$ cat config.mk
export PLATFORM = sky130hd
export DESIGN_NAME = gcl_blend
export DESIGN_NICKNAME = d
export VERILOG_FILES = /design/src/design/gcl_pkg.sv /design/src/design/gcl_blend.sv
export SDC_FILE = /design/constraint.sdc
export NUM_CORES = 1
export LEC_CHECK = 0
export BUFFER_PORTS_ARGS = -buffer_cell sky130_fd_sc_hd__buf_2
export CAP_MARGIN = 20
export CORE_ASPECT_RATIO = 1.4
export CORE_MARGIN = 5
export CORE_UTILIZATION = 55
export DETAILED_ROUTE_END_ITERATION = 8
export HOLD_SLACK_MARGIN = 0.12
export PLACE_DENSITY = 0.73
export SYNTH_ARGS = -nofsm -noshare
export SYNTH_HDL_FRONTEND = slang
export SYNTH_SLANG_ARGS = --single-unit
$ cat constraint.sdc
create_clock -name clk -period 4.81 [get_ports clk]
set_clock_uncertainty 0.15 [all_clocks]
set_input_delay 0.2405 -clock clk [delete_from_list [all_inputs] [get_ports clk]]
set_output_delay 0.2405 -clock clk [all_outputs]
set_load 0.02 [all_outputs]
$ cat src/design/gcl_pkg.sv
package gcl_pkg;

	localparam int MAX_STOPS     = 256;
	localparam int FRACTION_BITS = 16;

	localparam int ADDR_W  = (MAX_STOPS > 1) ? $clog2(MAX_STOPS) : 1;
	localparam int SIDX_W  = ADDR_W + 2;
	localparam int POS_W   = FRACTION_BITS + 1;
	localparam int KEY_W   = 20;
	localparam int SLOT_W  = 8;
	localparam int COUNT_W = 9;
	localparam int CH_W    = 8;
	localparam int CH_N    = 4;
	localparam int COLOR_W = CH_W * CH_N;
	localparam int ENTRY_W = POS_W + COLOR_W;
	localparam int NUM_W   = CH_W + POS_W;
	localparam int STEP_W  = $clog2(CH_W);
	localparam int PADDR_W = 2;
	localparam int PDATA_W = 32;

	localparam logic [POS_W-1:0]   POS_ONE     = POS_W'(1) << FRACTION_BITS;
	localparam logic [COLOR_W-1:0] RESET_COLOR = COLOR_W'(1) << (3 * CH_W);
	localparam logic [ENTRY_W-1:0] RESET_ENTRY = {POS_W'(0), RESET_COLOR};

	localparam logic CMD_WRITE  = 1'b0;
	localparam logic CMD_LOOKUP = 1'b1;

	typedef enum logic [2:0] {
		ST_IDLE,
		ST_SEARCH,
		ST_FETCH_I,
		ST_FETCH_J,
		ST_BLEND,
		ST_OUT
	} gcl_state_t;

	typedef enum logic [1:0] {
		BL_IDLE,
		BL_MUL,
		BL_DIV
	} blend_phase_t;

	typedef struct packed {
		logic               en;
		logic [ADDR_W-1:0]  addr;
		logic [ENTRY_W-1:0] data;
	} store_wr_t;

	typedef struct packed {
		logic               start;
		logic [POS_W-1:0]   seg_len;
		logic [POS_W-1:0]   off;
		logic [COLOR_W-1:0] ci;
		logic [COLOR_W-1:0] cj;
	} blend_req_t;

	typedef struct packed {
		logic               done;
		logic [COLOR_W-1:0] color;
	} blend_rsp_t;

endpackage

$ cat src/design/gcl_blend.sv
module gcl_blend (
	input  logic                clk,
	input  logic                arst_n,
	input  gcl_pkg::blend_req_t req,
	output gcl_pkg::blend_rsp_t rsp
);

	localparam logic [gcl_pkg::STEP_W-1:0] LAST_STEP = gcl_pkg::STEP_W'(gcl_pkg::CH_W - 1);

	gcl_pkg::blend_phase_t phase_q, phase_d;
	logic [gcl_pkg::STEP_W-1:0] step_q;
	logic                       done_q;

	logic [gcl_pkg::NUM_W-1:0] acc_q [gcl_pkg::CH_N];
	logic [gcl_pkg::CH_W-1:0]  a_q   [gcl_pkg::CH_N];
	logic [gcl_pkg::CH_W-1:0]  b_q   [gcl_pkg::CH_N];
	logic [gcl_pkg::POS_W-1:0] span_q;
	logic [gcl_pkg::POS_W-1:0] off_q;
	logic [gcl_pkg::NUM_W-1:0] dsh_q;

	logic [gcl_pkg::NUM_W-1:0] mul_next [gcl_pkg::CH_N];
	logic [gcl_pkg::NUM_W-1:0] div_rem  [gcl_pkg::CH_N];
	logic                      ge       [gcl_pkg::CH_N];

	always_comb begin
		for (int l = 0; l < gcl_pkg::CH_N; l++) begin
			mul_next[l] = (acc_q[l] << 1)
				+ (a_q[l][gcl_pkg::CH_W-1] ? gcl_pkg::NUM_W'(span_q) : '0)
				+ (b_q[l][gcl_pkg::CH_W-1] ? gcl_pkg::NUM_W'(off_q) : '0);
			ge[l]      = acc_q[l] >= dsh_q;
			div_rem[l] = acc_q[l] - dsh_q;
		end
	end

	always_comb begin
		phase_d = phase_q;
		case (phase_q)
			gcl_pkg::BL_IDLE: begin
				if (req.start) begin
					phase_d = gcl_pkg::BL_MUL;
				end
			end
			gcl_pkg::BL_MUL: begin
				if (step_q == LAST_STEP) begin
					phase_d = gcl_pkg::BL_DIV;
				end
			end
			gcl_pkg::BL_DIV: begin
				if (step_q == LAST_STEP) begin
					phase_d = gcl_pkg::BL_IDLE;
				end
			end
			default: phase_d = gcl_pkg::BL_IDLE;
		endcase
	end

	always_ff @(posedge clk or negedge arst_n) begin
		if (!arst_n) begin
			phase_q <= gcl_pkg::BL_IDLE;
			step_q  <= '0;
			done_q  <= 1'b0;
		end else begin
			phase_q <= phase_d;
			done_q  <= (phase_q == gcl_pkg::BL_DIV) && (step_q == LAST_STEP);
			if (phase_q == gcl_pkg::BL_IDLE) begin
				step_q <= '0;
			end else begin
				step_q <= (step_q == LAST_STEP) ? '0 : step_q + gcl_pkg::STEP_W'(1);
			end
		end
	end

	always_ff @(posedge clk) begin
		case (phase_q)
			gcl_pkg::BL_IDLE: begin
				if (req.start) begin
					for (int l = 0; l < gcl_pkg::CH_N; l++) begin
						acc_q[l] <= '0;
						a_q[l]   <= req.ci[l*gcl_pkg::CH_W +: gcl_pkg::CH_W];
						b_q[l]   <= req.cj[l*gcl_pkg::CH_W +: gcl_pkg::CH_W];
					end
					span_q <= req.seg_len - req.off;
					off_q  <= req.off;
					dsh_q  <= gcl_pkg::NUM_W'(req.seg_len) << (gcl_pkg::CH_W - 1);
				end
			end
			gcl_pkg::BL_MUL: begin
				for (int l = 0; l < gcl_pkg::CH_N; l++) begin
					acc_q[l] <= mul_next[l];
					a_q[l]   <= a_q[l] << 1;
					b_q[l]   <= b_q[l] << 1;
				end
			end
			gcl_pkg::BL_DIV: begin
				for (int l = 0; l < gcl_pkg::CH_N; l++) begin
					if (ge[l]) begin
						acc_q[l] <= div_rem[l];
					end
					a_q[l] <= {a_q[l][gcl_pkg::CH_W-2:0], ge[l]};
				end
				dsh_q <= dsh_q >> 1;
			end
			default: begin
			end
		endcase
	end

	always_comb begin
		rsp.done = done_q;
		for (int l = 0; l < gcl_pkg::CH_N; l++) begin
			rsp.color[l*gcl_pkg::CH_W +: gcl_pkg::CH_W] = a_q[l];
		end
	end

endmodule

; ---- After elaboration in Yosys (flattened, before gate mapping)
; Memory sizes are Yosys's and may differ from the RTL's.
; Cells that the tools add are included.
[totals]
register_bits = 65
latchBits = 0
mem_bits_rw = 164
mem_bits_ro = 0
out_inout_bits = 33
wordCells = 114
memories = 3
[mem_list]
columns = memory, words, word_bits, rd, rd_ports_with_merged_regs, wr, line
row1 = acc_q, 4, 25, 4, 0, 4, gcl_blend.sv:14  ; logic [gcl_pkg::NUM_W-1:0] acc_q [gcl_pkg::CH_N];
row2 = a_q, 4, 8, 4, 0, 4, gcl_blend.sv:15  ; logic [gcl_pkg::CH_W-1:0] a_q [gcl_pkg::CH_N];
row3 = b_q, 4, 8, 4, 0, 4, gcl_blend.sv:16  ; logic [gcl_pkg::CH_W-1:0] b_q [gcl_pkg::CH_N];
[op_classes]
add_sub_neg = 14
multipliers = 0
div = 0
n_lt_le_gt_ge = 4
n_eq_ne = 6
n_shift = 0
mux = 55
bitwise = 20
reduce_logical = 6
[op_table]
columns = cell, n
row1 = $mux 25, 9
row2 = $add 25x17->25, 8
row3 = $mux 17, 8
row4 = $ge 25x25->1, 4
row5 = $sub 25x25->25, 4
row6 = $mux 8, 12
row7 = $pmux 25 s2, 1
row8 = $or 1x1->1, 20
row9 = $mux 1, 19
row10 = $sub 17x17->17, 1
row11 = $mux 2, 3
row12 = $mux 3, 2
row13 = $ne 2x2->1 const B, 3
row14 = $pmux 2 s3, 1
row15 = $reduce_and 2->1, 2
row16 = $add 3x1->3 const B, 1
row17 = $eq 3x3->1 const B, 1
row18 = $reduce_and 3->1, 1
row19 = $eq 2x1->1 const B, 1
row20 = $eq 2x2->1 const B, 1
row21 = $logic_not 2->1, 1
row22 = $reduce_bool 2->1, 1
row23 = $logic_and 1x1->1, 1

; ---- Logic depth before layout (Yosys ltp)
[depth]
word_depth = 5
mapped_depth = 16
depth_no_buf = 14

; ---- Worst setup path before layout
; OpenSTA, ideal clock, no wires.
[synth_timing]
path_type = flip-flop to flip-flop
from = register dsh_q[1] (netlist name)
to = memory acc_q[2][0] (netlist name), enable pin
arrival_ns = 3.773
required_time_ns = 4.245
slack_ns = 0.472
path_stages_with_launch = 12
path_buffers = 2
period_less_slack_ns = 4.338
path_cell_list = edfxtp_1 -> inv_1 -> ha_1 -> nor2b_1 -> o31a_1 -> o41a_1 -> nor4b_2 -> o21ai_1 -> and2_1 -> buf_2 -> buf_2 -> o211ai_1
[synth_lines]
columns = item, line
row1 = "start, declared", gcl_blend.sv:19  ; logic [gcl_pkg::NUM_W-1:0] dsh_q;
row2 = "start signal, assigned", gcl_blend.sv:84  ; dsh_q <= gcl_pkg::NUM_W'(req.seg_len) << (gcl_pkg::CH_W - 1);
row3 = "start signal, assigned", gcl_blend.sv:101  ; dsh_q <= dsh_q >> 1;
row4 = "end, declared", gcl_blend.sv:14

==> summary by stage <==
Synthesis
The post-synthesis compound-gate area fraction is 0.188. In this run the mean area of a mapped cell was 8.94 um^2. For this run, the register share of the synthesized area comes to 0.321. In the synthesized netlist, the number of instances is 2,362.

Yosys printed 0 warnings. The share of synthesized cell area in and, or, nand and nor gates is 0.151. The total standard cell area after synthesis is 21,100 um^2. After synthesis the netlist holds a flip-flop and latch count of 228. The largest family of logic cells by synthesized area is compound AO/OA/AOI/OAI gates. The most used flip-flop cell after synthesis is edfxtp_1.

The adder and majority cell fraction of the synthesized area is 0.181. Of the post-synthesis cell area, the part taken by muxes is 0.0255. Counting flops with an async set or reset pin after synthesis yields a share of 0.0263.

The netlist uses 94 different library cells. The number of flops mapped to enable cells by yosys is ~220. The number of nets in the synthesized netlist is 2,725. The post-synthesis xor/xnor area fraction is 0.0639.

Cells and area
The layout cell share with drive strength beyond 1 is 0.118. The library cells used most frequently in the layout, excluding fill and tap cells, are nand2_1, inv_1, edfxtp_1. The synthesis-to-finish area growth is 14.8%. The post-route standard cell area excluding fillers is 24,200 um^2.

The library cell used most frequently in the layout, excluding fill and tap cells, is nand2_1. The net total in the final layout is 2,948.

GRT
The via count of the first global-routing pass came to 18,900. The number of antenna violations at the first check in global routing came to 0. After global routing the overflow that remains totals 0.

Entering global routing, the biggest net connects 75 pins. The first-pass GRT wire length is between 100 and 150 mm. The global-route usage over all layers is 0.313.

Clock network
The buffer cell driving the clock tree root is clkbuf_16. The clock net sink count is 228. After clock tree synthesis, the clock-pin slew on the worst setup and hold paths is 60 ps. The clock buffer count from CTS is 26. TritonCTS built the clock tree. The post-CTS setup buffer count is 0. The clock tree buffer depth is 3.

The count of H-tree levels built during CTS is 1. The later pin in the worst-skew pair is clocked with a latency of around 560 ps.

Min path
The worst hold path belongs to the class register to register.

Worst setup path
The maximum net fanout on the critical path is 17. The cell type with the highest occurrence count on the critical path is a21oi_1. The arrival time of data at the critical path endpoint is between 4000 and 5000 ps. The count of buffer and inverter cells on the critical path is 1. For this run, the slowest stage of the critical path takes 700 ps. The most critical setup path has its startpoint at b_q[3][7]$_DFFE_PP_. In this run the worst setup path terminates at acc_q[3][17]$_DFFE_PP_. The cell class contributing the biggest share of worst-path delay is compound AO/OA/AOI/OAI gates. The origin of the critical flop-to-flop path is b_q[3][7]$_DFFE_PP_. The startpoint type of the worst setup path is a register. The kind of critical path is register to register.

The critical path crosses 14 cells after its start point. The worst register-to-register path ends at acc_q[3][17]$_DFFE_PP_. Counting cells, the worst reg-to-reg path comes to 14.

The required time of the critical path is between 4000 and 5000 ps. The signal on the critical path passes through nand2_1, fa_1, inv_1, ha_1, fa_1, a21oi_1, o21ai_0, a21oi_1, a21oi_1, a41oi_1, nand2b_1, a21oi_1, xor2_1, o32ai_1. Among all stages on the critical path, the largest delay is contributed by edfxtp_1. The worst setup path is captured at a register. For flop-to-flop paths, the worst setup slack is 510 ps.

Timing
The total count of hold-check failures in the final report is 0. The setup violation total in the final timing report is 0. Setup repair after global routing left no endpoint under its margin. The shortest clock period the worst path allows after layout is 4300 ps. The part of the cycle the worst path needs is 0.894. The max-slew violation total from the final report came to 0.

The relative slew slack is 0.255. The slew at the pin closest to its max-slew limit is ~1100 ps. Timing would allow up to 233 MHz. Setup total negative slack on the finished layout was measured at 0 ps.

Detailed routing
The aggregate routed wire length is 69.3 mm. The total via count in the routed design is around 19,000. In the routed design, unresolved DRC markers number 0. The via-per-instance ratio is roughly 6.2. The first-pass iteration count of the detailed router is 5. In this run, the number of DRC markers left after iteration 0 of detailed routing was 1,933. The number of antenna-violating nets in the routed design is 0. The average wire per standard cell is 22.5 um.

Die
The area inside the core boundary is approximately 38,000 um^2. The width of the die is ~180 um. The die covers roughly 42,000 um^2. The initial utilization of the core area, before any placement, comes to 0.553. During I/O placement, the number of pins put on the boundary was 134.

In this run the core area contains 85 standard-cell rows. The die is 242 um tall.

Power and ir drop
The net switching power figure is between 9 and 10 mW. The relative contribution of combinational cells to total power is 0.678. The leakage power total is 10.9 nW. The switching portion of total power is 0.491. The peak ir drop on the vdd network is 0.488 mV.

The part of the total power dissipated in the clock network is 0.106. The share of total power dissipated in sequential elements is 0.216. The total internal power is 10.2 mW. The total power density per cell area is 826 nW/um^2.

Place
Port buffering added ~130 buffers. The cell area reported after detailed placement is 22,300 um^2. The placer congestion estimate is 0.972. The sum of net half-perimeters after detailed placement is around 51 mm.

Outcome
The flow ran to the end, and the final reports show no timing, DRC or antenna violations.

Run
Max-cap violations in this run came to 0.
## Yosys cell counts (all sizes together), types with 6 or more instances
| cell type | number | area, um^2 |
|---|---|---|
| a211oi | 23 | 178 |
| a21boi | 11 | 82.6 |
| a21o | 45 | 338 |
| a21oi | 174 | 905 |
| a31oi | 13 | 96.3 |
| a41oi | 9 | 101 |
| and2 | 17 | 109 |
| and3 | 22 | 138 |
| and4 | 7 | 61.3 |
| buf | 28 | 179 |
| clkbuf | 43 | 161 |
| dfrtp | 6 | 150 |
| edfxtp | 218 | 6550 |
| fa | 73 | 1460 |
| ha | 189 | 2360 |
| inv | 302 | 1130 |
| mux2 | 46 | 518 |
| nand2 | 319 | 1210 |
| nand2b | 21 | 131 |
| nand3 | 64 | 325 |
| nand4 | 18 | 113 |
| nor2 | 124 | 468 |
| nor2b | 22 | 145 |
| nor3 | 37 | 185 |
| o211ai | 18 | 135 |
| o21a | 23 | 173 |
| o21ai | 141 | 728 |
| o21bai | 26 | 195 |
| o22ai | 33 | 206 |
| o31ai | 22 | 180 |
| or2 | 9 | 56.3 |
| or3 | 19 | 119 |
| xnor2 | 89 | 780 |
| xor2 | 65 | 569 |
## metal layers
layer / part of all wire / wire length [um] / up-vias / track usage
met3: 0.090 / 6240 / 180 / 0.0500
met5: 0 / 0 / - / 0
met2: 0.47 / 32900 / 916 / 0.526
met4: 0.063 / 4360 / 0 / 0.164
li1: - / - / 8744 / -
met1: 0.37 / 25800 / 9279 / 0.387
## worst register-to-register path, cell delays in order, from the launching register on
cell and delay (ps):
edfxtp_1 700, nand2_1 160, fa_1 530, inv_1 40, ha_1 220, fa_1 470, a21oi_1 230, o21ai_0 190
a21oi_1 230, a21oi_1 150, a41oi_1 420, nand2b_1 90, a21oi_1 180, xor2_1 170, o32ai_1 100
## cells by family after synthesis
| kind of cell | count (synthesis) |
|---|---|
| AND/OR/NAND/NOR | 696 |
| AO/OA/AOI/OAI | 600 |
| buffers and inverters | 374 |
| adder cells (fa/ha/maj) | 262 |
| flip-flops | 228 |
| XOR/XNOR | 154 |
| multiplexers | 48 |
## power by group through the flow
stage | clock, mW | sequential, mW | combinational, mW
after CTS | 2.11 | 4.28 | 13.4
final | 2.12 | 4.33 | 13.6
after global routing | 2.21 | 4.39 | 14.9
after detailed placement | 0 | 4.31 | 13.2
after floorplan | 0 | 4.12 | 10.0
after global placement | 0 | 4.29 | 12.9
## state kept, by name, summed over array words and instances, names as in the netlist
register,count
a_q,32
done_q,1
step_q,3
acc_q,100
b_q,32
phase_q,2
dsh_q,24
span_q,17
off_q,17
## area by class of cell
class,instances,area (um^2)
Fill cell,3151,13900
Multi-Input combinational cell,1760,12900
Sequential cell,228,6780
Timing Repair Buffer,266,1950
Inverter,303,1140
Clock buffer,32,694
Tap cell,478,598
Clock inverter,15,184
Antenna cell,1,2.50
## worst min path at each step
stage | from | end | slack [ps] | cells after the start
after global placement | arst_n | done_q$_DFF_PN0_ | -80 | 1
after CTS | req[67] | off_q[3]$_DFFE_PP_ | 270 | 2
after global routing | req[77] | off_q[13]$_DFFE_PP_ | 290 | 2
final | step_q[0]$_DFF_PN0_ | step_q[0]$_DFF_PN0_ | 280 | 1
after detailed placement | arst_n | done_q$_DFF_PN0_ | -80 | 1
after floorplan | arst_n | done_q$_DFF_PN0_ | -210 | 0
## per-stage QoR
step	total power, mW	cells	setup WS (ps)	util	hold WS (ps)
finish	20.0	3083	509	0.635	281
global route	21.5	3082	203	0.635	293
CTS	19.8	3082	507	0.635	265
detailed placement	17.5	2934	559	0.585	-77.7
global placement	17.2	2934	683	0.585	-82.0
floorplan	14.1	2362	472	-	-205
## repair_timing
| action | CTS | global route |
|---|---|---|
| resized for setup | 0 | 0 |
| hold endpoints to repair | 117 | 0 |
| hold buffers | 101 | 0 |
Note: power is estimated with default switching activity, not from simulation.
